## config.mk

```make
export PLATFORM = sky130hd
export DESIGN_NAME = sequential_aggregate_rsa_sign_core
export DESIGN_NICKNAME = d
export VERILOG_FILES = /design/src/rtl/sars_pkg.sv /design/src/rtl/sars_modmul.sv /design/src/rtl/sars_datapath.sv /design/src/rtl/sars_ctrl.sv /design/src/rtl/sequential_aggregate_rsa_sign_core.sv
export SDC_FILE = /design/constraint.sdc
export NUM_CORES = 1
export LEC_CHECK = 0
export BUFFER_PORTS_ARGS = -buffer_cell sky130_fd_sc_hd__buf_2
export CORE_UTILIZATION = 40
export DETAILED_ROUTE_END_ITERATION = 8
export PLACE_DENSITY = 0.68
export SYNTH_ARGS = -nofsm -noshare
export SYNTH_HDL_FRONTEND = slang
export SYNTH_SLANG_ARGS = --single-unit
```

## constraint.sdc

```tcl
create_clock -name clk -period 7.04 [get_ports clk]
set_input_delay 0.704 -clock clk [delete_from_list [all_inputs] [get_ports clk]]
set_output_delay 0.704 -clock clk [all_outputs]
set_load 0.05 [all_outputs]
```

## src/rtl/sars_pkg.sv

```systemverilog
package sars_pkg;

  localparam int unsigned FIELD_W = 31;

  typedef struct packed {
    logic [FIELD_W-1:0] hash_value;
    logic [FIELD_W-1:0] priv_exponent;
    logic [FIELD_W-1:0] modulus;
    logic               last_signer;
  } in_item_t;

  typedef struct packed {
    logic [FIELD_W-1:0] signature;
    logic               is_final;
    logic               order_error;
  } out_item_t;

  // datapath operations
  typedef enum logic [2:0] {
    OP_NONE,
    OP_LOAD,
    OP_MUL_RED,
    OP_MUL_BASE,
    OP_MUL_ACC,
    OP_MUL_SQR,
    OP_FINISH
  } dp_op_t;

  typedef struct packed {
    dp_op_t op;
    logic   mul_start;
  } dp_cmd_t;

  typedef struct packed {
    logic mul_done;
    logic exp_bit;
    logic exp_zero;
    logic small_mod;
  } dp_sts_t;

  typedef enum logic [2:0] {
    ST_IDLE,
    ST_RED,
    ST_BASE,
    ST_CHECK,
    ST_ACC,
    ST_SQR,
    ST_DONE
  } ctrl_state_t;

endpackage

```

## src/rtl/sars_modmul.sv

```systemverilog
// serial modular multiplier: r = a*b mod n, one multiplier bit per cycle
module sars_modmul #(
  parameter int unsigned W = 31
) (
  input  logic         clk,
  input  logic         rst_n,
  input  logic         start,
  input  logic [W-1:0] a,
  input  logic [W-1:0] b,
  input  logic [W-1:0] n,
  output logic         done,
  output logic [W-1:0] r
);
  localparam int unsigned CW = $clog2(W + 1);

  logic [W-1:0]  acc_r, acc_nxt;
  logic [W-1:0]  b_r, b_nxt;
  logic [CW-1:0] cnt_r, cnt_nxt;
  logic          busy_r, busy_nxt;
  logic          done_r, done_nxt;
  logic [W+1:0]  dbl, sum;

  // double and add, reducing after each with a single subtract
  always_comb begin
    acc_nxt  = acc_r;
    b_nxt    = b_r;
    cnt_nxt  = cnt_r;
    busy_nxt = busy_r;
    done_nxt = 1'b0;
    dbl = {1'b0, acc_r, 1'b0};
    if (dbl >= {2'b00, n}) dbl = dbl - {2'b00, n};
    sum = dbl + (b_r[W-1] ? {2'b00, a} : '0);
    if (sum >= {2'b00, n}) sum = sum - {2'b00, n};
    if (start) begin
      acc_nxt  = '0;
      b_nxt    = b;
      cnt_nxt  = CW'(W);
      busy_nxt = 1'b1;
    end else if (busy_r) begin
      acc_nxt = sum[W-1:0];
      b_nxt   = {b_r[W-2:0], 1'b0};
      cnt_nxt = cnt_r - 1'b1;
      if (cnt_r == CW'(1)) begin
        busy_nxt = 1'b0;
        done_nxt = 1'b1;
      end
    end
  end

  always_ff @(posedge clk) begin
    if (!rst_n) begin
      busy_r <= 1'b0;
      done_r <= 1'b0;
      cnt_r  <= '0;
    end else begin
      busy_r <= busy_nxt;
      done_r <= done_nxt;
      cnt_r  <= cnt_nxt;
    end
    acc_r <= acc_nxt;
    b_r   <= b_nxt;
  end

  assign done = done_r;
  assign r    = acc_r;
endmodule

```

## src/rtl/sars_datapath.sv

```systemverilog
// operand registers, chain state and the shared modular multiplier
module sars_datapath #(
  parameter int unsigned MOD_BITS = 31
) (
  input  logic                clk,
  input  logic                rst_n,
  input  sars_pkg::in_item_t  in_item,
  input  sars_pkg::dp_cmd_t   cmd,
  output sars_pkg::dp_sts_t   sts,
  output sars_pkg::out_item_t res
);
  import sars_pkg::*;

  logic [MOD_BITS-1:0] h_r, h_nxt, d_r, d_nxt, n_r, n_nxt;
  logic [MOD_BITS-1:0] acc_r, acc_nxt, b_r, b_nxt;
  logic [MOD_BITS-1:0] sig_r, sig_nxt, prev_r, prev_nxt;
  logic                bad_r, bad_nxt, last_r, last_nxt;
  out_item_t           res_r, res_nxt;
  logic [MOD_BITS-1:0] ma, mb, mr, in_n;
  logic                mdone;

  assign in_n = in_item.modulus[MOD_BITS-1:0];

  // multiplier operand selection
  always_comb begin
    case (cmd.op)
      OP_MUL_RED:  begin ma = MOD_BITS'(1); mb = sig_r; end
      OP_MUL_BASE: begin ma = b_r;   mb = h_r; end
      OP_MUL_ACC:  begin ma = acc_r; mb = b_r; end
      OP_MUL_SQR:  begin ma = b_r;   mb = b_r; end
      default:     begin ma = b_r;   mb = b_r; end
    endcase
  end

  sars_modmul #(.W(MOD_BITS)) u_mul (
    .clk(clk), .rst_n(rst_n), .start(cmd.mul_start),
    .a(ma), .b(mb), .n(n_r), .done(mdone), .r(mr)
  );

  // state updates per operation
  always_comb begin
    h_nxt = h_r; d_nxt = d_r; n_nxt = n_r; acc_nxt = acc_r; b_nxt = b_r;
    sig_nxt = sig_r; prev_nxt = prev_r; bad_nxt = bad_r; last_nxt = last_r;
    res_nxt = res_r;
    case (cmd.op)
      OP_LOAD: begin
        // running signature is reduced by a multiply with one, the hash by the base multiply
        h_nxt    = in_item.hash_value[MOD_BITS-1:0];
        d_nxt    = in_item.priv_exponent[MOD_BITS-1:0];
        n_nxt    = in_n;
        last_nxt = in_item.last_signer;
        prev_nxt = in_n;
        if (in_n < prev_r) bad_nxt = 1'b1;
        acc_nxt  = MOD_BITS'(1);
      end
      OP_MUL_RED:  if (mdone) b_nxt = mr;
      OP_MUL_BASE: if (mdone) b_nxt = mr;
      OP_MUL_ACC:  if (mdone) acc_nxt = mr;
      OP_MUL_SQR:  if (mdone) begin
        b_nxt = mr;
        d_nxt = d_r >> 1;
      end
      OP_FINISH: begin
        res_nxt.signature   = (n_r < MOD_BITS'(2)) ? '0 : FIELD_W'(acc_r);
        res_nxt.is_final    = last_r;
        res_nxt.order_error = bad_r;
        sig_nxt = (n_r < MOD_BITS'(2)) ? '0 : acc_r;
        if (last_r) begin
          sig_nxt  = MOD_BITS'(1);
          prev_nxt = '0;
          bad_nxt  = 1'b0;
        end
      end
      default: ;
    endcase
  end

  always_ff @(posedge clk) begin
    if (!rst_n) begin
      sig_r  <= MOD_BITS'(1);
      prev_r <= '0;
      bad_r  <= 1'b0;
    end else begin
      sig_r  <= sig_nxt;
      prev_r <= prev_nxt;
      bad_r  <= bad_nxt;
    end
    h_r <= h_nxt; d_r <= d_nxt; n_r <= n_nxt; acc_r <= acc_nxt; b_r <= b_nxt;
    last_r <= last_nxt; res_r <= res_nxt;
  end

  assign sts.mul_done  = mdone;
  assign sts.exp_bit   = d_r[0];
  assign sts.exp_zero  = (d_r == '0);
  assign sts.small_mod = (n_r < MOD_BITS'(2));
  assign res = res_r;
endmodule

```

## src/rtl/sars_ctrl.sv

```systemverilog
// sequencer for reduction, base multiply and square-and-multiply
module sars_ctrl (
  input  logic              clk,
  input  logic              rst_n,
  input  logic              in_valid,
  output logic              in_ready,
  output logic              out_valid,
  input  logic              out_ready,
  input  sars_pkg::dp_sts_t sts,
  output sars_pkg::dp_cmd_t cmd
);
  import sars_pkg::*;

  ctrl_state_t state_r, state_nxt;
  logic        ov_r, ov_nxt;
  logic        started_r, started_nxt;

  // next state
  always_comb begin
    state_nxt = state_r;
    case (state_r)
      ST_IDLE:  if (in_valid && (!ov_r || out_ready)) state_nxt = ST_RED;
      ST_RED:   if (sts.small_mod) state_nxt = ST_DONE;
                else if (started_r && sts.mul_done) state_nxt = ST_BASE;
      ST_BASE:  if (started_r && sts.mul_done) state_nxt = ST_CHECK;
      ST_CHECK: if (sts.exp_zero) state_nxt = ST_DONE;
                else if (sts.exp_bit) state_nxt = ST_ACC;
                else state_nxt = ST_SQR;
      ST_ACC:   if (started_r && sts.mul_done) state_nxt = ST_SQR;
      ST_SQR:   if (started_r && sts.mul_done) state_nxt = ST_CHECK;
      ST_DONE:  if (!ov_r || out_ready) state_nxt = ST_IDLE;
      default:  state_nxt = ST_IDLE;
    endcase
  end

  // outputs
  always_comb begin
    cmd.op = OP_NONE;
    cmd.mul_start = 1'b0;
    started_nxt = started_r;
    in_ready = 1'b0;
    case (state_r)
      ST_IDLE: begin
        in_ready = !ov_r || out_ready;
        if (in_valid && in_ready) cmd.op = OP_LOAD;
        started_nxt = 1'b0;
      end
      ST_RED, ST_BASE, ST_ACC, ST_SQR: begin
        cmd.op = (state_r == ST_RED) ? OP_MUL_RED :
                 (state_r == ST_BASE) ? OP_MUL_BASE :
                 (state_r == ST_ACC) ? OP_MUL_ACC : OP_MUL_SQR;
        cmd.mul_start = !started_r && !(state_r == ST_RED && sts.small_mod);
        started_nxt = !(started_r && sts.mul_done);
      end
      ST_CHECK: started_nxt = 1'b0;
      ST_DONE: if (!ov_r || out_ready) cmd.op = OP_FINISH;
      default: ;
    endcase
  end

  always_comb begin
    ov_nxt = ov_r;
    if (ov_r && out_ready) ov_nxt = 1'b0;
    if (cmd.op == OP_FINISH) ov_nxt = 1'b1;
  end

  always_ff @(posedge clk) begin
    if (!rst_n) begin
      state_r   <= ST_IDLE;
      ov_r      <= 1'b0;
      started_r <= 1'b0;
    end else begin
      state_r   <= state_nxt;
      ov_r      <= ov_nxt;
      started_r <= started_nxt;
    end
  end

  assign out_valid = ov_r;
endmodule

```

## src/rtl/sequential_aggregate_rsa_sign_core.sv

```systemverilog
// sequential aggregate rsa signing core
// in_valid/in_ready take one signer transaction (hash, exponent, modulus,
// last flag); out_valid/out_ready deliver one result transaction per signer
// with the running signature, the final mark and the sticky order flag.
// work per signer: the shared bit-serial modular multiplier (one multiplier
// bit per cycle) first reduces the running signature with one multiply,
// forms the base with a second, then runs square-and-multiply over the
// exponent bits; a modulus below two skips the multiplies and gives zero.
// one signer is processed at a time; the next transaction is taken at the
// earliest at the edge where the previous result is taken.
// a result held by a stalled receiver stays stable and stalls the core.
// reset (rst_n low, synchronous) sets the running signature to one, clears
// the previous modulus and order flag, and empties the output register.
// after a transaction marked last, the chain state restarts the same way.
module sequential_aggregate_rsa_sign_core #(
  parameter int unsigned MOD_BITS = 31
) (
  input  logic                clk,
  input  logic                rst_n,
  input  logic                in_valid,
  output logic                in_ready,
  input  sars_pkg::in_item_t  in_data,
  output logic                out_valid,
  input  logic                out_ready,
  output sars_pkg::out_item_t out_data
);
  import sars_pkg::*;

  dp_cmd_t cmd;
  dp_sts_t sts;

  sars_ctrl u_ctrl (
    .clk(clk), .rst_n(rst_n), .in_valid(in_valid), .in_ready(in_ready),
    .out_valid(out_valid), .out_ready(out_ready), .sts(sts), .cmd(cmd)
  );

  sars_datapath #(.MOD_BITS(MOD_BITS)) u_dp (
    .clk(clk), .rst_n(rst_n), .in_item(in_data), .cmd(cmd), .sts(sts),
    .res(out_data)
  );
endmodule
```

==> qor.txt <==
Final Hold Viols: 0
synthesized instance count: 1,915
CTS max path bufs: 3
layout cells sized above 1: 21.0%
Root Driver: clkbuf_16
Mapped Nets: 2,141
DR iter-0 viols: 1,275
Async S/R FF share, synth: 0%
vias: 15.5k
Congestion Overflow GR: 0
Critical Path Most Common Cell: a21o_1
Synth area leaders: edfxtp_1 (35%), dfxtp_1 (11%), ha_1 (8.3%)
XOR/XNOR share of the synthesized area: 3.89%
Final Max Slew Viols: 0
crit path DAT: 7.14 ns
die span in x: 219 microns
Final Core Density: 48.8%
I/O pins: 133
fin crit share: 94.8%
RePlAce Congestion: 0.927
pre-CTS WS: 0.0862 ns
Max-Cap Viols: 0
number of remaining DRC errors: 0
clock latency on the worst-skew pair: 0.57 ns
compound-gate portion of the synthesized area: 21.2%
largest family of logic cells by synthesized area: compound AO/OA/AOI/OAI gates
Synth Warn #: 0
Area growth syn-to-layout: 20.0%
initial antenna violation count: 2
DP HPWL: 39.8 mm
drt pass-1 iters: 7
final design instance area without fill: 22,700 sq um
CP max stage cell: or4_1
area leader, netlist: edfxtp_1
Port Buffers: 132
EDFF count, synth: 220
Top FF cell, synth: edfxtp_1
Syn Area/Cell: 9.88 sq um
CTS tree: yes
Worst Clk Skew: 0.0263 ns
CTS buffer count: 37
count of unique library cells instantiated by Yosys: 78
Hold Path Class: primary input to register
Crit path largest cell delay: 0.48 ns
synthesized flop and latch total: 326
global-route wire length before repair: 82.4 mm
Total Routing Usage GR: 22.1%
Routed Antenna Nets: 0
Mapped Area: 18,900 sq um
crit-path max FO: 14
final setup fails: 0
DP Area: 21,100 sq um
mux share of post-synthesis cell area: 2.07%
Tightest Pin Transition: 1.19 ns
CP endpoint kind: register
Post-Route WL: 52.9 mm
DIE HEIGHT: 219 microns
layout net count: 2,376
largest net degree at the start of global routing: 75
DIE AREA: 48,200 sq um
status: finished clean
Fmax: 150 MHz
total clock sinks: 326
top-area cell type share of the netlist area: 34.9%
Max-Slew Margin vs Limit: 20.4%
adder-cell share of the synthesized area: 8.59%
Avg WL per Cell: 19.0 microns
Tmin final: 6.67 ns
vias in the first global route: 15.2k
num rows: 79
Final Worst Setup Slack: 0.366 ns
Worst setup SP type: register
CORE AREA: 46,600 sq um
CTS H-Tree Depth: 2
crit path kind: register to register
post-synthesis sequential area ratio: 46.1%
Post-Synth Simple-Gate Area: 14.0%
initial core utilization: 40.6%
Crit path required time: 7.50 ns
vias per std cell: 5.56
TNS Setup: 0 ns
clock slew at reported path FFs: 0.06 ns
==> placed cells by master, fill, tap and decap left out, drive strengths merged, types with 10 or more instances in the layout <==
cell    synthesis  final
xnor2          49     49
nand2         142    142
nor4           21     21
a21oi         140    140
o21ai         139    139
nor3           30     30
ha            125    125
nor2b          68     68
inv           100    101
a21o           53     53
o31ai          10     10
a31oi          16     16
a211oi         22     22
mux2           33     33
clkbuf         84     51
o211ai         26     26
a22o           31     31
dfxtp         106    106
nor2          129    129
and3           36     36
edfxtp        220    220
buf            17    296
o21bai         15     15
o21a           14     14
a22oi          93     93
nand3          36     36
xor2           35     35
nand4          21     21
nand2b         10     10
==> cells in the mapped netlist, types with 25 or more instances <==
library cell,number
a21o_1,52
a21oi_1,140
a22o_1,31
a22oi_1,93
and3_1,36
clkbuf_1,84
dfxtp_1,106
edfxtp_1,220
ha_1,125
inv_1,100
mux2_2,33
nand2_1,140
nand3_1,36
nor2_1,128
nor2b_1,68
nor3_1,30
o211ai_1,25
o21ai_0,134
xnor2_1,49
xor2_1,35
==> sequential cells by signal, summed over array words and instances (netlist names), 3 cells and up <==
signal	count
u_dp.res	33
u_dp.u_mul.r	31
u_dp.n_r	31
u_dp.b_r	31
u_dp.acc_r	31
u_dp.prev_r	31
u_dp.d_r	31
u_dp.u_mul.cnt_r	5
u_dp.u_mul.b_r	31
u_ctrl.state_r	3
u_dp.sig_r	31
u_dp.h_r	31
==> final cells by class <==
cell class | instances | area [sq um]
timing repair buffer | 297 | 1920
sequential | 326 | 8730
clock inverter | 17 | 228
tap | 607 | 759
fill | 4284 | 23900
inverter | 100 | 375
clock buffer | 51 | 1070
multi-input combinational | 1388 | 9620
antenna | 1 | 2.50
==> cell families after synthesis <==
| family | count (synthesis) |
|---|---|
| multiplexers | 35 |
| buffers and inverters | 201 |
| AO/OA/AOI/OAI | 611 |
| adder cells (fa/ha/maj) | 128 |
| flip-flops | 326 |
| AND/OR/NAND/NOR | 530 |
| XOR/XNOR | 84 |
==> worst max-delay path, delay by kind of cell (launching register included) <==
| kind | cells | cell delay [ns] |
|---|---|---|
| AO/OA/AOI/OAI | 20 | 3.81 |
| XOR/XNOR | 1 | 0.18 |
| adder cells (fa/ha/maj) | 3 | 0.91 |
| buffers and inverters | 3 | 0.46 |
| flip-flops | 1 | 0.39 |
| AND/OR/NAND/NOR | 3 | 0.84 |
==> layer usage <==
metal  GRT usage (%)  share of wire, %
met1            31.7                48
met2            34.2                44
met3            3.05               5.6
met4            6.85               2.7
met5               0                 0
==> stage by stage <==
stage | hold WS (ns) | std cells
floorplan | 0.406 | 1915
global placement | 0.478 | 2702
detailed placement | 0.484 | 2702
CTS | 0.284 | 2770
global route | 0.295 | 2787
finish | 0.308 | 2787
==> path summary, 6_finish.rpt <==
kind / from / to / slack [ns] / cells past startpoint
max: u_dp.n_r[6]$_DFFE_PP_ / u_dp.u_mul.r[28]$_SDFFE_PP0P_ / 0.37 / 30
min: in_data[0] / u_dp.last_r$_DFFE_PP_ / 0.31 / 1
max reg2reg: u_dp.n_r[6]$_DFFE_PP_ / u_dp.u_mul.r[28]$_SDFFE_PP0P_ / 0.37 / 30
min reg2reg: u_dp.prev_r[3]$_SDFFE_PN0P_ / u_dp.prev_r[3]$_SDFFE_PN0P_ / 0.50 / 2
==> what timing repair did <==
action / 4_1_cts / 5_1_grt
gates resized for setup: 0 / 49
setup endpoints to repair: 0 / 31
buffers inserted: 0 / 13
hold buffers: 0 / 0
Power is not shown: default switching activity piles up to over one toggle a cycle in this logic, so the estimate is an artifact.
